===== config.mk =====
export PLATFORM = sky130hd
export DESIGN_NAME = tsri_ctrl
export DESIGN_NICKNAME = d
export VERILOG_FILES = /design/src/rtl/tsri_pkg.sv /design/src/rtl/tsri_ctrl.sv
export SDC_FILE = /design/constraint.sdc
export NUM_CORES = 1
export LEC_CHECK = 0
export BUFFER_PORTS_ARGS = -buffer_cell sky130_fd_sc_hd__clkbuf_2
export CAP_MARGIN = 15
export CELL_PAD_IN_SITES_DETAIL_PLACEMENT = 2
export CELL_PAD_IN_SITES_GLOBAL_PLACEMENT = 2
export CORE_ASPECT_RATIO = 1.25
export CORE_MARGIN = 10
export CORE_UTILIZATION = 31
export CTS_BUF_LIST = sky130_fd_sc_hd__clkbuf_4
export CTS_CLUSTER_DIAMETER = 50
export DETAILED_ROUTE_END_ITERATION = 10
export PLACE_DENSITY_LB_ADDON = 0.08
export REMOVE_ABC_BUFFERS = 1
export SYNTH_ARGS = -nofsm -noshare
export SYNTH_HDL_FRONTEND = slang
export SYNTH_SLANG_ARGS = --single-unit

===== constraint.sdc =====
create_clock -name clk -period 2.1 [get_ports clk]
set_input_delay 0.42 -clock clk [delete_from_list [all_inputs] [get_ports clk]]
set_output_delay 0.42 -clock clk [all_outputs]
set_load 0.05 [all_outputs]

===== src/rtl/tsri_pkg.sv =====
`default_nettype none
package tsri_pkg;

  localparam int RING_DEPTH = 1024;
  localparam int FRAC_BITS  = 16;
  localparam int IDX_W      = $clog2(RING_DEPTH);
  localparam int CNT_W      = $clog2(RING_DEPTH + 1);
  localparam int LIMIT_W    = 11;
  localparam int LIMIT_RST  = 1024;
  localparam int NCHAN      = 9;
  localparam int CH_W       = 32;
  localparam int SIM_W      = 48;
  localparam int TIME_W     = 40;
  localparam int SIM_SPLIT  = 24;
  localparam int PW         = CH_W + 1 + FRAC_BITS + 1;
  localparam int FW         = SIM_W + 1 + FRAC_BITS + 1;
  localparam int STEP_W     = 5;

  typedef enum logic [1:0] {
    REQ_RECORD = 2'd0,
    REQ_START  = 2'd1,
    REQ_STOP   = 2'd2,
    REQ_QUERY  = 2'd3
  } req_t;

  typedef struct packed {
    logic [1:0]               req_type;
    logic [TIME_W-1:0]        stamp_us;
    logic signed [SIM_W-1:0]  sim_time;
    logic signed [CH_W-1:0]   pos_x;
    logic signed [CH_W-1:0]   pos_y;
    logic signed [CH_W-1:0]   pos_z;
    logic signed [CH_W-1:0]   vel_x;
    logic signed [CH_W-1:0]   vel_y;
    logic signed [CH_W-1:0]   vel_z;
    logic signed [CH_W-1:0]   spin_x;
    logic signed [CH_W-1:0]   spin_y;
    logic signed [CH_W-1:0]   spin_z;
  } in_t;

  typedef struct packed {
    logic                     found;
    logic [TIME_W-1:0]        out_stamp_us;
    logic signed [SIM_W-1:0]  out_sim_time;
    logic signed [CH_W-1:0]   out_pos_x;
    logic signed [CH_W-1:0]   out_pos_y;
    logic signed [CH_W-1:0]   out_pos_z;
    logic signed [CH_W-1:0]   out_vel_x;
    logic signed [CH_W-1:0]   out_vel_y;
    logic signed [CH_W-1:0]   out_vel_z;
    logic signed [CH_W-1:0]   out_spin_x;
    logic signed [CH_W-1:0]   out_spin_y;
    logic signed [CH_W-1:0]   out_spin_z;
  } res_t;

  typedef logic [NCHAN-1:0][CH_W-1:0] vec_t;

  typedef struct packed {
    logic [TIME_W-1:0] tstamp;
    logic [SIM_W-1:0]  sim;
    vec_t              vec;
  } row_t;

  typedef enum logic [4:0] {
    OP_IDLE,
    OP_START,
    OP_RECORD,
    OP_STOP,
    OP_QLOAD,
    OP_RD_FIRST,
    OP_RD_LAST,
    OP_RD_MID,
    OP_MID_STEP,
    OP_RD_LO,
    OP_LATCH_A,
    OP_LATCH_B,
    OP_DIV_STEP,
    OP_MUL_SIM_LO,
    OP_MUL,
    OP_ADD,
    OP_EMIT_ZERO,
    OP_EMIT_ROW,
    OP_EMIT_INTERP
  } dp_op_t;

  typedef struct packed {
    dp_op_t     op;
    logic [3:0] chan;
  } cmd_t;

  typedef struct packed {
    logic cnt_zero;
    logic cnt_one;
    logic t_le_rd;
    logic t_ge_rd;
    logic span_gt1;
  } st_t;

  typedef enum logic [3:0] {
    S_IDLE,
    S_QCHK,
    S_FIRST,
    S_LAST,
    S_SRCH,
    S_CMP,
    S_GOTA,
    S_GOTB,
    S_DIV,
    S_MUL,
    S_MULH,
    S_ADD,
    S_EMIT,
    S_EMIT_ROW,
    S_EMIT_ZERO
  } state_t;

endpackage
`default_nettype wire


===== src/rtl/tsri_ctrl.sv =====
`default_nettype none
module tsri_ctrl import tsri_pkg::*; (
  input  wire logic       clk,
  input  wire logic       rst_n,
  input  wire logic       in_valid,
  input  wire logic [1:0] in_req,
  input  wire logic       out_stall,
  input  wire st_t        st,
  output logic            in_stall,
  output logic            out_valid,
  output cmd_t            cmd
);

  state_t            state_r, state_nxt;
  logic [STEP_W-1:0] cnt_r, cnt_nxt;
  logic              out_valid_r, out_valid_nxt;
  logic              out_free;

  assign out_free = !out_valid_r || !out_stall;

  always_ff @(posedge clk) begin
    if (!rst_n) begin
      state_r     <= S_IDLE;
      cnt_r       <= '0;
      out_valid_r <= 1'b0;
    end else begin
      state_r     <= state_nxt;
      cnt_r       <= cnt_nxt;
      out_valid_r <= out_valid_nxt;
    end
  end

  always_comb begin
    state_nxt     = state_r;
    cnt_nxt       = cnt_r;
    cmd.op        = OP_IDLE;
    cmd.chan      = cnt_r[3:0];
    out_valid_nxt = out_valid_r && out_stall;
    case (state_r)
      S_IDLE: begin
        if (in_valid) begin
          case (in_req)
            REQ_RECORD: cmd.op = OP_RECORD;
            REQ_START:  cmd.op = OP_START;
            REQ_STOP:   cmd.op = OP_STOP;
            default: begin
              cmd.op    = OP_QLOAD;
              state_nxt = S_QCHK;
            end
          endcase
        end
      end
      S_QCHK: begin
        if (st.cnt_zero) begin
          state_nxt = S_EMIT_ZERO;
        end else begin
          cmd.op    = OP_RD_FIRST;
          state_nxt = S_FIRST;
        end
      end
      S_FIRST: begin
        if (st.cnt_one || st.t_le_rd) begin
          state_nxt = S_EMIT_ROW;
        end else begin
          cmd.op    = OP_RD_LAST;
          state_nxt = S_LAST;
        end
      end
      S_LAST: state_nxt = st.t_ge_rd ? S_EMIT_ROW : S_SRCH;
      S_SRCH: begin
        if (st.span_gt1) begin
          cmd.op    = OP_RD_MID;
          state_nxt = S_CMP;
        end else begin
          cmd.op    = OP_RD_LO;
          state_nxt = S_GOTA;
        end
      end
      S_CMP: begin
        cmd.op    = OP_MID_STEP;
        state_nxt = S_SRCH;
      end
      S_GOTA: begin
        cmd.op    = OP_LATCH_A;
        state_nxt = S_GOTB;
      end
      S_GOTB: begin
        cmd.op    = OP_LATCH_B;
        cnt_nxt   = '0;
        state_nxt = S_DIV;
      end
      S_DIV: begin
        cmd.op = OP_DIV_STEP;
        if (cnt_r == STEP_W'(FRAC_BITS - 1)) begin
          cnt_nxt   = '0;
          state_nxt = S_MUL;
        end else begin
          cnt_nxt = cnt_r + STEP_W'(1);
        end
      end
      S_MUL: begin
        if (cnt_r == '0) begin
          cmd.op    = OP_MUL_SIM_LO;
          state_nxt = S_MULH;
        end else begin
          cmd.op    = OP_MUL;
          state_nxt = S_ADD;
        end
      end
      S_MULH: begin
        cmd.op    = OP_MUL;
        state_nxt = S_ADD;
      end
      S_ADD: begin
        cmd.op = OP_ADD;
        if (cnt_r == STEP_W'(NCHAN)) begin
          state_nxt = S_EMIT;
        end else begin
          cnt_nxt   = cnt_r + STEP_W'(1);
          state_nxt = S_MUL;
        end
      end
      S_EMIT, S_EMIT_ROW, S_EMIT_ZERO: begin
        if (out_free) begin
          case (state_r)
            S_EMIT:     cmd.op = OP_EMIT_INTERP;
            S_EMIT_ROW: cmd.op = OP_EMIT_ROW;
            default:    cmd.op = OP_EMIT_ZERO;
          endcase
          out_valid_nxt = 1'b1;
          state_nxt     = S_IDLE;
        end
      end
      default: state_nxt = S_IDLE;
    endcase
  end

  assign in_stall  = (state_r != S_IDLE);
  assign out_valid = out_valid_r;

`ifndef SYNTHESIS
  a_emit_free: assert property (@(posedge clk) disable iff (!rst_n)
    (cmd.op == OP_EMIT_INTERP || cmd.op == OP_EMIT_ROW || cmd.op == OP_EMIT_ZERO)
      |-> out_free)
    else $error("result emitted over an untaken beat");
  a_query_busy: assert property (@(posedge clk) disable iff (!rst_n)
    (in_valid && !in_stall && in_req == REQ_QUERY) |=> in_stall)
    else $error("query did not hold off the input");
  a_short_req: assert property (@(posedge clk) disable iff (!rst_n)
    (in_valid && !in_stall && in_req != REQ_QUERY) |=> !in_stall)
    else $error("non query request left block busy");
  a_div_bound: assert property (@(posedge clk) disable iff (!rst_n)
    (state_r == S_DIV) |-> (cnt_r < STEP_W'(FRAC_BITS)))
    else $error("divider step count overrun");
`endif

endmodule
`default_nettype wire


==> Word-level counts from Yosys, hierarchy flattened <==
Index checks and enable logic that the tools add are counted.
{ "word_totals": {"wordCells": 66, "ff_bits": 10, "output_inout_bits": 11, "input_bits": 11} }
{ "op_classes": {"eq_ne": 23, "n_reduce_logical": 14, "mux": 25, "n_addsub": 1} }
{ "op_table": {"columns": ["cell", "count"], "rows": [
  ["5-bit case mux with 12 select lines", 1],
  ["4-bit case mux with 13 select lines", 1],
  ["4-bit two-way mux", 8],
  ["4-bit equality test, second input constant", 7],
  ["4-bit by 3-bit equality test with 1-bit output, second input constant", 4],
  ["5-bit two-way mux", 3],
  ["5-bit case mux with 3 select lines", 1],
  ["3-bit two-way mux", 4],
  ["5-bit by 4-bit equality test with 1-bit output, second input constant", 2],
  ["2-bit != test, second input constant", 5],
  ["3-bit case mux with 3 select lines", 1],
  ["4-bit by 2-bit equality test with 1-bit output, second input constant", 2],
  ["3-bit OR reduction", 2],
  ["5-bit by 1-bit adder with 5-bit output, second input constant", 1],
  ["5-bit logical NOT", 1],
  ["4-bit by 1-bit equality test with 1-bit output, second input constant", 1],
  ["4-bit logical NOT", 1],
  ["2-bit two-way mux", 2],
  ["2-bit case mux with 2 select lines", 1],
  ["4-bit AND reduction", 1],
  ["4-bit nonzero test", 1],
  ["1-bit two-way mux", 3],
  ["3-bit nonzero test", 1],
  ["2-bit by 1-bit equality test with 1-bit output, second input constant", 1],
  ["other kinds (6)", 8]
]} }

==> Logic depth before layout (Yosys ltp) <==
{ "logic_depth": {"depth_word": 5, "mapped_depth": 8, "mapped_depth_nobuf": 8} }

==> Worst setup path before layout <==
Ideal clock, no wire load.
{ "synth_timing": {"kind": "register -> output", "from": "reg state_r[0]", "to": "out cmd[6] (netlist bit)", "setup_slack_ns": -0.565, "path_stages_with_launch": 6, "arrival_ns": 2.245, "n_path_buf": 2, "required_ns": 1.680, "cell_sequence": "dfxtp_1 -> clkbuf_1 -> buf_1 -> mux2i_1 -> a21oi_1 -> o21ai_0"} }
{ "synth_rtl": {"columns": ["element", "line", "source"], "rows": [
  ["start, declared", "tsri_ctrl.sv:14", "state_t state_r, state_nxt;"],
  ["start signal, assigned", "tsri_ctrl.sv:27", "state_r <= state_nxt;"],
  ["end, declared", "tsri_ctrl.sv:11", "output cmd_t cmd"]
]} }

==> results.ini <==
[finish]
layout-drive-gt1-share_pct = 37.5
fin_nets = 186
register_area_um2 = 210
multi_input_area_um2 = 737
area_delta_synth_final_pct = 35.5
finalNonFillerCells = 204
nFillCells = 365
fin_util_pct = 44.7
antenna_cells_inserted = 0

[setup_path]
crit_path_max_fanout = 3
crit_family = simple AND/OR/NAND/NOR gates
worst_r2r_path_depth = 7
path_depth = 7
crit_path_end_kind = output port
cp.arrival_ns = 1.93
startpoint = cnt_r[1]
crit_end = cmd[4]
crit_type = flop to output port
rr_startpoint = cnt_r[1]
r2r-end = cnt_r[4]
crit_slowest_cell = or4b_4
cpPeakStageDelay_ns = 0.47
critPathBufInv = 2
setup.worst_path.start_class = flop
reg2reg_slack_ns = 0.09
required_ns = 1.68
path_cells = inv_2 > ha_4 > or4b_4 > mux2i_1 > a31oi_1 > o2bb2ai_2 > buf_12

[sta]
rsz0062_at_grt = yes
worst_pin_slew_ns = 0.402
fin_crit_sh_pct = 112
hold_viol_final = 0
finalMaxSlewViolations = 0
period_minus_slack_ns = 2.35
fmax_mhz = 425
skew_ns = 0.0101
setup_ws_ns = -0.255
fin_hold_ws_ns = 0.504
setup_viol = 2
slew_headroom_pct = 72.5

[routing]
drt-total-wl_um = 3840
routedWlPerCell_um = 18.8
vias_per_cell = 5.62
drt_pass1_iterations = 4
ant_nets = 0
first_iter_violations = 63
routed-via-count = 1147
drc = 0

[min_path]
hp-class = input port to flop

[synth]
synth_common_cells = 11 x a21oi_1, 10 x dfxtp_1
synth.avg_cell_area_um2 = 7.33
synth_seq_area_share_pct = 20.2
syn-cell-area_um2 = 990
synth-seq-cells = 10
synthTopCellsByArea = dfxtp_1 20%, ha_1 7.6%, a21oi_1 5.6%
synth_edf_count = 0
yosys_warnings = 0
yosysMostFrequentCell = a21oi_1
synth_top_cell_area_share_pct = 20.2
syn_inst = 135
async_flop_share_pct = 0
ys_types = 46
synthFlopType = dfxtp_1
synth.largest_area_cell = dfxtp_1

[place]
place_congestion = 0.818
hpwl_um = 2810
portBuffers = 21
dp.cells = 196
pre_cts_ws_ns = -0.0408

[global_routing]
grt_pass1_vias = 1222
grt-ovfl-total = 0
grt.total_usage_pct = 12.2
antenna_found_initial = 0
grt_pass1_wl_um = 6040
grt_start_max_net_pins = 22

[floorplanning]
core_region_area_um2 = 3000
initial_core_util_pct = 33.0
io_pins = 22
die_h_um = 83.2
dieWidth_um = 70.5
rows = 22
die-area_um2 = 5870

[pwr]
power_density_nw_per_um2 = 1490
intPower_w = 0.000902
p_seq_share_pct = 18.6
comb_power_share_pct = 73.8
pwr-share-clk_pct = 7.6
sw_frac_of_total_pct = 54.7
ir_worst_vdd_v = 0.000978
leakage_nw = 0.568
p_switching_w = 0.00109

[clock_tree]
cts_max_path_buffers = 2
cts.clk_slew.worst_paths_ns = 0.08
cts_tree = yes
clkSinkCount = 10
cts_root_buf = clkbuf_4
clk-insertion-delay-late_ns = 0.28
cts_buffers = 3
htree_levels = 1

[outcome]
status = complete, but fails checks
violations = negative setup slack

[run]
cap_violations = 0

==> kinds of logic after synthesis <==
| logic type | synth area share (%) |
|---|---|
| and+or+nand+nor | 27.4 |
| AOI/OAI and AO/OA | 31.6 |
| buffers and inverters | 10.1 |
| DFF | 20.2 |
| adders and majority gates | 7.59 |
| muxes | 3.03 |
==> worst min-delay path by stage <==
stage | slack [ns] | start | depth (start not counted) | to
final | 0.50 | rst_n | 2 | state_r[2]
after global routing | 0.53 | rst_n | 2 | state_r[1]
after CTS | 0.50 | rst_n | 2 | state_r[1]
after floorplan | 0.46 | cnt_r[4] | 2 | cnt_r[4]
after global placement | 0.54 | cnt_r[0] | 3 | cnt_r[0]
after detailed placement | 0.58 | cnt_r[0] | 3 | cnt_r[0]
==> worst register-to-register path, delay by kind of cell (launching register included) <==
kind | cells | cell delay, ns
AOI/OAI and AO/OA | 2 | 0.59
adders and majority gates | 1 | 0.16
buffers and inverters | 2 | 0.17
DFF | 1 | 0.35
and+or+nand+nor | 2 | 0.65
==> stage by stage <==
| stage | cell area [um2] | total power (W) | setup TNS, ns |
|---|---|---|---|
| 2_1_floorplan | 923 | 0.00120 | -1.39 |
| 3_3_place_gp | 1220 | 0.00168 | -0.0223 |
| 3_5_place_dp | 1220 | 0.00171 | -0.0408 |
| 4_1_cts | 1290 | 0.00192 | -0.404 |
| 5_1_grt | 1340 | 0.00215 | -0.666 |
| 6_report | 1340 | 0.00199 | -0.488 |
==> cells in the final DEF, fill, tap and decap left out, types with 2 or more instances in the layout <==
cell type,synthesis,layout
a21boi_1,3,2
a21o_1,3,3
a21oi_1,11,10
a2bb2oi_1,2,2
a31oi_1,3,3
and2_1,2,2
buf_4,4,21
clkbuf_2,0,17
clkbuf_4,0,5
dfxtp_1,10,4
dfxtp_2,0,5
ha_1,6,5
inv_1,8,6
inv_2,1,3
mux2i_1,3,3
nand2_1,8,8
nand2b_1,2,2
nand3_1,8,8
nor2_1,8,8
nor2b_1,4,4
nor3_1,3,3
o21a_1,3,3
o21ai_0,4,4
o21ai_1,4,3
o32ai_1,2,2
or3_1,3,3
==> timing repair <==
item / 4_1_cts / 5_1_grt
setup buffers: 2 / 2
gates resized for setup: 12 / 13
endpoints found under the setup margin: 6 / 6
pin swaps: 3 / 1
hold buffers: 0 / 0
==> per-layer routing <==
layer | vias up | wire [um] | global-route usage (%)
met5 | - | 0 | 0
li1 | 561 | - | -
met2 | 21 | 2130 | 22.8
met4 | 0 | 29 | 3.69
met3 | 4 | 123 | 2.26
met1 | 561 | 1550 | 13.1
==> power by group through the flow <==
stage | Combinational [W] | Sequential [W] | Clock [W]
after floorplan | 0.000788 | 0.000410 | 0
after global placement | 0.00131 | 0.000363 | 0
after detailed placement | 0.00134 | 0.000368 | 0
after CTS | 0.00139 | 0.000374 | 0.000155
after global routing | 0.00160 | 0.000384 | 0.000165
final | 0.00147 | 0.000371 | 0.000152
==> state kept, by name, summed over array words and instances, names as in the netlist <==
signal,count
out_valid,1
state_r,4
cnt_r,5
==> cell type report <==
class / instances / share of cell area, %
Sequential cell: 10 / 15.7
Clock buffer: 3 / 1.68
Timing Repair Buffer: 42 / 21.5
Tap cell: 36 / 3.36
Inverter: 9 / 2.52
Multi-Input combinational cell: 103 / 54.9
Clock inverter: 1 / 0.280
Note: power is estimated with default switching activity, not from simulation.
